File: config.mk
export PLATFORM = sky130hd
export DESIGN_NAME = gcode_line_normalizer
export DESIGN_NICKNAME = d
export VERILOG_FILES = /design/src/hdl/gln_pkg.sv /design/src/hdl/gln_step.sv /design/src/hdl/gcode_line_normalizer.sv
export SDC_FILE = /design/constraint.sdc
export NUM_CORES = 1
export LEC_CHECK = 0
export BUFFER_PORTS_ARGS = -buffer_cell sky130_fd_sc_hd__buf_2
export CORE_MARGIN = 2
export CORE_UTILIZATION = 45
export DETAILED_ROUTE_END_ITERATION = 10
export GPL_TIMING_DRIVEN = 0
export PLACE_DENSITY = 0.71
export SYNTH_ARGS = -nofsm -noshare
export SYNTH_HDL_FRONTEND = slang
export SYNTH_HIERARCHICAL = 1
export SYNTH_SLANG_ARGS = --single-unit
export TNS_END_PERCENT = 30
File: constraint.sdc
create_clock -name i_clk -period 2.95 [get_ports i_clk]
set_input_delay 0.1475 -clock i_clk [delete_from_list [all_inputs] [get_ports i_clk]]
set_output_delay 0.1475 -clock i_clk [all_outputs]
set_load 0.005 [all_outputs]
File: src/hdl/gln_pkg.sv
`default_nettype none
// ----------------------------------------------------------------------------
// gln_pkg
// Types, character constants and helpers shared by the G-code line
// normalizer modules.
// ----------------------------------------------------------------------------
package gln_pkg;

    localparam logic [7:0] C_NUL    = 8'h00;
    localparam logic [7:0] C_SLASH  = 8'h2F;
    localparam logic [7:0] C_QUERY  = 8'h3F;
    localparam logic [7:0] C_LPAREN = 8'h28;
    localparam logic [7:0] C_RPAREN = 8'h29;
    localparam logic [7:0] C_SPACE  = 8'h20;
    localparam logic [7:0] C_DEL    = 8'h7F;
    localparam logic [7:0] C_UP_M   = 8'h4D;
    localparam logic [7:0] C_UP_S   = 8'h53;
    localparam logic [7:0] C_UP_G   = 8'h47;

    typedef enum logic [6:0] {
        MODE_START   = 7'b0000001,
        MODE_COMMAND = 7'b0000010,
        MODE_DELETED = 7'b0000100,
        MODE_QUERY   = 7'b0001000,
        MODE_PREFIX  = 7'b0010000,
        MODE_MESSAGE = 7'b0100000,
        MODE_SKIP    = 7'b1000000
    } t_mode;

    typedef enum logic [1:0] {
        KIND_COMMAND = 2'd0,
        KIND_DELETED = 2'd1,
        KIND_EMPTY   = 2'd2,
        KIND_QUERY   = 2'd3
    } t_kind;

    typedef struct packed {
        t_mode      mode;
        logic [1:0] match_cnt;
        logic       nonempty;
        logic       msg_found;
    } t_state;

    typedef struct packed {
        logic [7:0] out_char;
        logic       is_message;
        logic       block_end;
        t_kind      block_kind;
        logic       had_message;
    } t_result;

    localparam t_state STATE_RESET = '{
        mode:      MODE_START,
        match_cnt: 2'd0,
        nonempty:  1'b0,
        msg_found: 1'b0
    };

    function automatic logic [7:0] upper_of(input logic [7:0] c);
        if (c >= 8'h61 && c <= 8'h7A) begin
            return c - 8'd32;
        end
        return c;
    endfunction

    function automatic logic is_invalid_punct(input logic [7:0] c);
        logic r;
        unique case (c)
            8'h21, 8'h24, 8'h25, 8'h2C, 8'h3B, 8'h3A, 8'h3F,
            8'h40, 8'h5E, 8'h5F, 8'h7E, 8'h60, 8'h27, 8'h22: r = 1'b1;
            default: r = 1'b0;
        endcase
        return r;
    endfunction

endpackage

`default_nettype wire

File: src/hdl/gln_step.sv
`default_nettype none
// ----------------------------------------------------------------------------
// gln_step
// Classifies one byte against the current block state, gives the next
// state and at most one result item.
// ----------------------------------------------------------------------------
module gln_step (
    input  wire logic [7:0]       i_char,
    input  wire gln_pkg::t_state  i_state,
    output gln_pkg::t_state       o_state,
    output gln_pkg::t_result      o_res,
    output logic                  o_emit
);
    import gln_pkg::*;

    logic [7:0] up;
    logic [7:0] want;
    logic       is_alnum;
    logic       is_drop;

    always_comb begin
        up       = upper_of(i_char);
        is_alnum = (up >= 8'h41 && up <= 8'h5A) || (up >= 8'h30 && up <= 8'h39);
        is_drop  = (up <= C_SPACE) || (up >= C_DEL) || is_invalid_punct(up);
        unique case (i_state.match_cnt)
            2'd0:    want = C_UP_M;
            2'd1:    want = C_UP_S;
            default: want = C_UP_G;
        endcase
    end

    always_comb begin
        o_state = i_state;
        o_emit  = 1'b0;
        o_res   = '{
            out_char:    i_char,
            is_message:  1'b0,
            block_end:   1'b0,
            block_kind:  KIND_COMMAND,
            had_message: 1'b0
        };

        if (i_char == C_NUL) begin
            o_emit           = 1'b1;
            o_res.out_char   = C_NUL;
            o_res.block_end  = 1'b1;
            o_res.had_message = i_state.msg_found;
            if (i_state.mode == MODE_DELETED) begin
                o_res.block_kind = KIND_DELETED;
            end else if (i_state.mode == MODE_QUERY) begin
                o_res.block_kind = KIND_QUERY;
            end else begin
                o_res.block_kind = i_state.nonempty ? KIND_COMMAND : KIND_EMPTY;
            end
            o_state = STATE_RESET;
        end else begin
            unique case (i_state.mode)
                MODE_START, MODE_COMMAND: begin
                    if (i_state.mode == MODE_START && i_char == C_SLASH) begin
                        o_state.mode = MODE_DELETED;
                    end else if (i_state.mode == MODE_START && i_char == C_QUERY) begin
                        o_state.mode = MODE_QUERY;
                        o_emit       = 1'b1;
                    end else begin
                        o_state.mode = MODE_COMMAND;
                        if (is_alnum) begin
                            o_state.nonempty = 1'b1;
                            o_emit           = 1'b1;
                            o_res.out_char   = up;
                        end else if (up == C_LPAREN) begin
                            o_state.mode      = MODE_PREFIX;
                            o_state.match_cnt = 2'd0;
                        end else if (!is_drop) begin
                            o_state.nonempty = 1'b1;
                            o_emit           = 1'b1;
                            o_res.out_char   = up;
                        end
                    end
                end
                MODE_DELETED: begin
                end
                MODE_QUERY: begin
                    o_emit = 1'b1;
                end
                MODE_PREFIX: begin
                    if (up != want) begin
                        o_state.mode      = MODE_SKIP;
                        o_state.match_cnt = 2'd0;
                    end else if (i_state.match_cnt >= 2'd2) begin
                        o_state.mode      = MODE_MESSAGE;
                        o_state.msg_found = 1'b1;
                        o_state.match_cnt = 2'd0;
                    end else begin
                        o_state.match_cnt = i_state.match_cnt + 2'd1;
                    end
                end
                MODE_MESSAGE: begin
                    if (i_char == C_RPAREN) begin
                        o_state.mode = MODE_SKIP;
                    end else begin
                        o_emit           = 1'b1;
                        o_res.is_message = 1'b1;
                    end
                end
                default: begin
                end
            endcase
        end
    end

endmodule

`default_nettype wire

File: src/hdl/gcode_line_normalizer.sv
`default_nettype none
// ----------------------------------------------------------------------------
// gcode_line_normalizer
// Normalizes a G-code block byte by byte: upper-cased command text, raw
// query text, MSG comment text and one status item at the end of each block.
// ----------------------------------------------------------------------------
//  channel | valid       | ready       | payload
//  in      | i_in_valid  | o_in_ready  | i_in_char
//  out     | o_out_valid | i_out_ready | o_out_char, o_is_message, o_block_end,
//          |             |             | o_block_kind, o_had_message
//
//  One item per cycle while the output is not stalled; a taken item passes
//  the input register, then classify and block-state update into the result
//  register. Items that give no result still pass through the same stage.
//  Reset returns the block state to start of block and empties both stages.
//  A stalled output holds the pipeline; input stays open while the result
//  register is empty or being taken.
// ----------------------------------------------------------------------------
module gcode_line_normalizer (
    input  wire logic        i_clk,
    input  wire logic        i_rst_n,
    input  wire logic        i_in_valid,
    output logic             o_in_ready,
    input  wire logic [7:0]  i_in_char,
    output logic             o_out_valid,
    input  wire logic        i_out_ready,
    output logic [7:0]       o_out_char,
    output logic             o_is_message,
    output logic             o_block_end,
    output logic [1:0]       o_block_kind,
    output logic             o_had_message
);
    import gln_pkg::*;

    logic       r_in_valid;
    logic       n_in_valid;
    logic [7:0] r_in_char;
    t_state     r_state;
    t_state     n_state;
    logic       r_out_valid;
    logic       n_out_valid;
    t_result    r_out;
    t_result    step_res;
    logic       step_emit;
    logic       advance;

    gln_step u_step (
        .i_char  (r_in_char),
        .i_state (r_state),
        .o_state (n_state),
        .o_res   (step_res),
        .o_emit  (step_emit)
    );

    always_comb begin
        advance     = r_in_valid && (!r_out_valid || i_out_ready);
        o_in_ready  = !r_in_valid || advance;
        n_in_valid  = (i_in_valid && o_in_ready) || (r_in_valid && !advance);
        n_out_valid = advance ? step_emit : (r_out_valid && !i_out_ready);
    end

    always_ff @(posedge i_clk) begin
        if (!i_rst_n) begin
            r_in_valid  <= 1'b0;
            r_out_valid <= 1'b0;
            r_state     <= STATE_RESET;
        end else begin
            r_in_valid  <= n_in_valid;
            r_out_valid <= n_out_valid;
            if (advance) begin
                r_state <= n_state;
            end
        end
    end

    always_ff @(posedge i_clk) begin
        if (i_in_valid && o_in_ready) begin
            r_in_char <= i_in_char;
        end
        if (advance && step_emit) begin
            r_out <= step_res;
        end
    end

    assign o_out_valid   = r_out_valid;
    assign o_out_char    = r_out.out_char;
    assign o_is_message  = r_out.is_message;
    assign o_block_end   = r_out.block_end;
    assign o_block_kind  = r_out.block_kind;
    assign o_had_message = r_out.had_message;

`ifndef SYNTHESIS
    a_end_item_clean: assert property (@(posedge i_clk) disable iff (!i_rst_n)
        o_out_valid && o_block_end |-> o_out_char == C_NUL && !o_is_message)
        else $error("end item carries a character");

    a_char_item_no_status: assert property (@(posedge i_clk) disable iff (!i_rst_n)
        o_out_valid && !o_block_end |-> o_block_kind == KIND_COMMAND && !o_had_message)
        else $error("character item carries status");

    a_end_resets_state: assert property (@(posedge i_clk) disable iff (!i_rst_n)
        advance && r_in_char == C_NUL |=> r_state == STATE_RESET)
        else $error("block state not cleared at block end");

    a_count_only_in_prefix: assert property (@(posedge i_clk) disable iff (!i_rst_n)
        r_state.match_cnt != 2'd0 |-> r_state.mode == MODE_PREFIX)
        else $error("prefix count outside comment prefix");

    a_reset_to_start: assert property (@(posedge i_clk)
        !i_rst_n |=> r_state.mode == MODE_START && !r_in_valid && !r_out_valid)
        else $error("reset did not return to start of block");
`endif

endmodule

`default_nettype wire

==> implementation parameters <==
Parameter                              Value

Final layout
  Final net count ... 242
  Synth-to-layout area growth ... 14.34%
  Final cell utilization of the core ... 54.09%
  Non-filler cells in the finished layout ... 280
  Antenna diode count ... 0
  Fraction of layout instances using a drive strength above 1 ... 24.35%

GRT
  Total congestion overflow ... 0
  Wire length of the first global-routing pass ... 6.679 mm
  Overall track demand over capacity in global routing ... 17.34%
  Maximum number of pins on one net before global-route repair ... 14
  Number of antenna violations at the first check in global routing ... 0
  Vias in the first global route ... 1,428

Timing
  RSZ-0062 raised after global routing ... no
  Final Hold Vio Count ... 0
  Final setup skew ... 0.008714 ns
  Worst slew margin relative to its limit ... 54.33%
  Minimum clock period after layout ... 2.814 ns
  Actual transition at the worst max-transition pin ... 0.6843 ns
  Final Cycle Share ... 95.39%
  Final setup violating endpoints ... 0
  Highest Clock Rate ... 355.4 MHz
  Fin. max-slew vios ... 0

Floorplan
  Die span in y ... 69.31 um
  Die X-Extent ... 69.31 um
  Number of rows created at floorplan ... 23
  Starting Density ... 47.30%
  Top-level I/O count ... 27
  Core Area ... 4058 sq um
  Total Die Area ... 4804 sq um

Clocking
  CTS max path bufs ... 2
  Clock sink count ... 34
  Post-CTS Setup Bufs ... 0
  Clock slew at the register clock pins of the worst setup and hold paths ... 0.06 ns
  Clock tree from TritonCTS ... yes
  TritonCTS buffer count ... 5
  Buffer cell driving the clock tree root ... sky130_fd_sc_hd__clkbuf_8
  Worst-skew pair later-pin latency ... 0.29 ns
  Number of levels the H-tree was split into ... 2

Yosys
  Number of synthesized register bits ... 34
  Synth Warn # ... 6
  Synthesized area divided by synthesized cell count ... 9.793 sq um
  Leading register cell type out of synthesis ... sky130_fd_sc_hd__edfxtp_1
  Syn_nets ... 209
  Mapped Area ... 1919 sq um
  Ys async rst share ... 0%
  Top cell type by total area after synthesis ... sky130_fd_sc_hd__edfxtp_1
  Unique cell type count in the Yosys netlist ... 58
  Post-synthesis instance total ... 196
  Number of flops mapped to enable cells by yosys ... 21
  Cell types with the largest area share after synthesis ... sky130_fd_sc_hd__edfxtp_1, sky130_fd_sc_hd__dfxtp_1, sky130_fd_sc_hd__nand2_1, sky130_fd_sc_hd__mux2i_1, sky130_fd_sc_hd__nor2_1
  Share of the synthesized area in the top cell type ... 32.86%
  Sequential cell area fraction in the yosys report ... 46.41%

Routing
  Via-per-instance ratio ... 5.396
  Number of detailed-route iterations in the first pass ... 4
  Total detailed-routing wirelength ... 3.773 mm
  Post-detailed-route wirelength per cell ... 13.48 um
  Post-detailed-route DRC marker count ... 0
  DRT iter0 DRCs ... 117
  Vias after detailed routing ... 1,511
  Count of antenna-violating nets left after detailed routing ... 0

Placed design
  Final HPWL DP ... 2.704 mm
  Count of buffers from port buffering ... 26
  # placed instances ... 272
  GPL Wtd Cong ... 0.9179

Setup path
  Series of cell instances along the critical path ... buf_6, or4_4, o21ai_2, and3b_1, o221a_1, or4_1, nand2_1, nor2_2
  Worst setup SP type ... flop
  Crit path max-delay cell type ... sky130_fd_sc_hd__or4_1
  Worst EP required ... 2.97 ns
  Crit end category ... flop
  Max Fanout on Critical Path ... 13
  Kind of critical path ... reg -> reg
  Max incr delay on CP ... 0.61 ns
  CP Data Arrival Time ... 2.83 ns
  Kind of cell adding the most delay to the critical path ... simple AND/OR/NAND/NOR gates
  CP Buf/Inv Count ... 1

Pwr
  Part of the total power dissipated in combinational logic ... 14.3%
  Relative contribution of the clock network to total power ... 32.3%
  Internal power component ... 0.7536 mW
  Leak Pwr ... 0.8197 nW
  Net switching component of the power ... 0.2470 mW
  Fraction of power spent switching nets ... 24.69%
  Maximum vdd drop ... 0.0003244 V
  Sequential share of power ... 53.5%
  Total power ... 1.001 mW
  Cell area power density ... 456.0 nW/um^2

Hold path
  Tightest Hold Check Type ... in -> reg

Run status
  Status ... finished, final reports clean

Flow run
  Reported max-cap violation count ... 0
-- synthesized netlist by cell type (all sizes together), types with 2 or more instances --
cell and number:
a21o 2, a21oi 8, a31oi 2, a41oi 2
and2 2, and3 2, and3b 3, buf 7
clkbuf 10, dfxtp 13, edfxtp 21, inv 6
mux2i 10, nand2 34, nand2b 2, nand3 5
nand4 3, nor2 15, nor2b 4, nor3 6
nor4 3, o21ai 8, o221a 2, or3b 2
or4 3, xnor2 2, xor2 2
-- final timing paths --
check | from | to | slack [ns] | cells past startpoint
worst min register to register | r_state[1] | r_state[1] | 0.49 | 2
worst min-delay path | i_in_char[4] | r_in_char[4] | 0.04 | 1
worst max register to register | r_in_char[1] | o_out_char[0] | 0.14 | 8
worst max-delay path | r_in_char[1] | o_out_char[0] | 0.14 | 8
-- worst reg2reg max path, stage by stage (launching register included) --
cell and delay (ns):
sky130_fd_sc_hd__edfxtp_1 0.37, sky130_fd_sc_hd__buf_6 0.15, sky130_fd_sc_hd__or4_4 0.54, sky130_fd_sc_hd__o21ai_2 0.17, sky130_fd_sc_hd__and3b_1 0.20, sky130_fd_sc_hd__o221a_1 0.27, sky130_fd_sc_hd__or4_1 0.61, sky130_fd_sc_hd__nand2_1 0.11
sky130_fd_sc_hd__nor2_2 0.13
-- metrics by stage --
step / setup TNS [ns] / worst slack [ns] / instance area (sq um) / hold slack, ns
finish: 0 / 0.1361 / 2195 / 0.03858
global route: 0 / 0.02165 / 2195 / 0.02497
CTS: 0 / 0.1326 / 2195 / 0.03011
detailed placement: -1.875 / -0.1449 / 2112 / 0.3256
global placement: -1.199 / -0.09289 / 2112 / 0.3241
floorplan: 0 / 0.2998 / 1919 / 0.2464
-- repair_timing --
item	CTS	global route
hold buffers	0	0
resized for setup	1	0
endpoints found under the setup margin	13	0
hold endpoints to repair	0	0
-- kinds of logic after synthesis --
kind of cell    share of synthesized area (%)
compound gates                          12.13
xor+xnor                                1.826
fa+ha+maj                              0.6518
buf+inv                                 7.431
flops                                   46.41
mux                                     5.215
simple gates                            26.34
-- flip-flops by register name, indices dropped and copies added, names as in the netlist --
name           count
o_block_kind       2
r_in_char          8
o_block_end        1
o_is_message       1
o_out_char         8
r_state           11
o_out_valid        1
r_in_valid         1
o_had_message      1
-- routing by layer --
metal | share of wire (%) | track usage [%] | up-vias
met5 | 0 | 0 | -
met4 | 1.9 | 8.279 | 0
met3 | 4.7 | 4.651 | 4
met2 | 45 | 25.32 | 38
met1 | 49 | 23.78 | 700
li1 | - | - | 769
-- power groups by stage --
stage          combinational, mW  clock (mW)  sequential, mW
2_1_floorplan              0.104           0           0.543
3_3_place_gp               0.138           0           0.545
3_5_place_dp               0.141           0           0.546
4_1_cts                    0.142       0.334           0.535
5_1_grt                    0.160       0.359           0.537
6_report                   0.143       0.323           0.535
-- area by class of cell --
type / instances / area (sq um)
clock buffers: 8 / 80.08
flip-flops and latches: 34 / 890.9
inverters: 6 / 22.52
multi-input cells: 138 / 888.4
plain buffers: 18 / 120.1
fillers: 376 / 1863
repair buffers: 26 / 130.1
well taps: 50 / 62.56
-- layout by cell type, fill, tap and decap left out, drive strengths merged, types with 2 or more instances in the layout --
cell type	Yosys	final
xnor2	2	2
mux2i	10	10
a21oi	8	8
edfxtp	21	21
and3	2	2
a31oi	2	2
nand3	5	5
nor3	6	6
or4	3	3
o221a	2	2
and2	2	2
buf	7	33
dfxtp	13	13
and3b	3	3
nand4	3	3
nand2	34	34
clkbuf	10	18
a41oi	2	2
or3b	2	2
nand2b	2	2
nor2b	4	4
xor2	2	2
a21o	2	2
nor2	15	15
o21ai	8	8
inv	6	6
nor4	3	3
(Power assumes the default switching activity.)
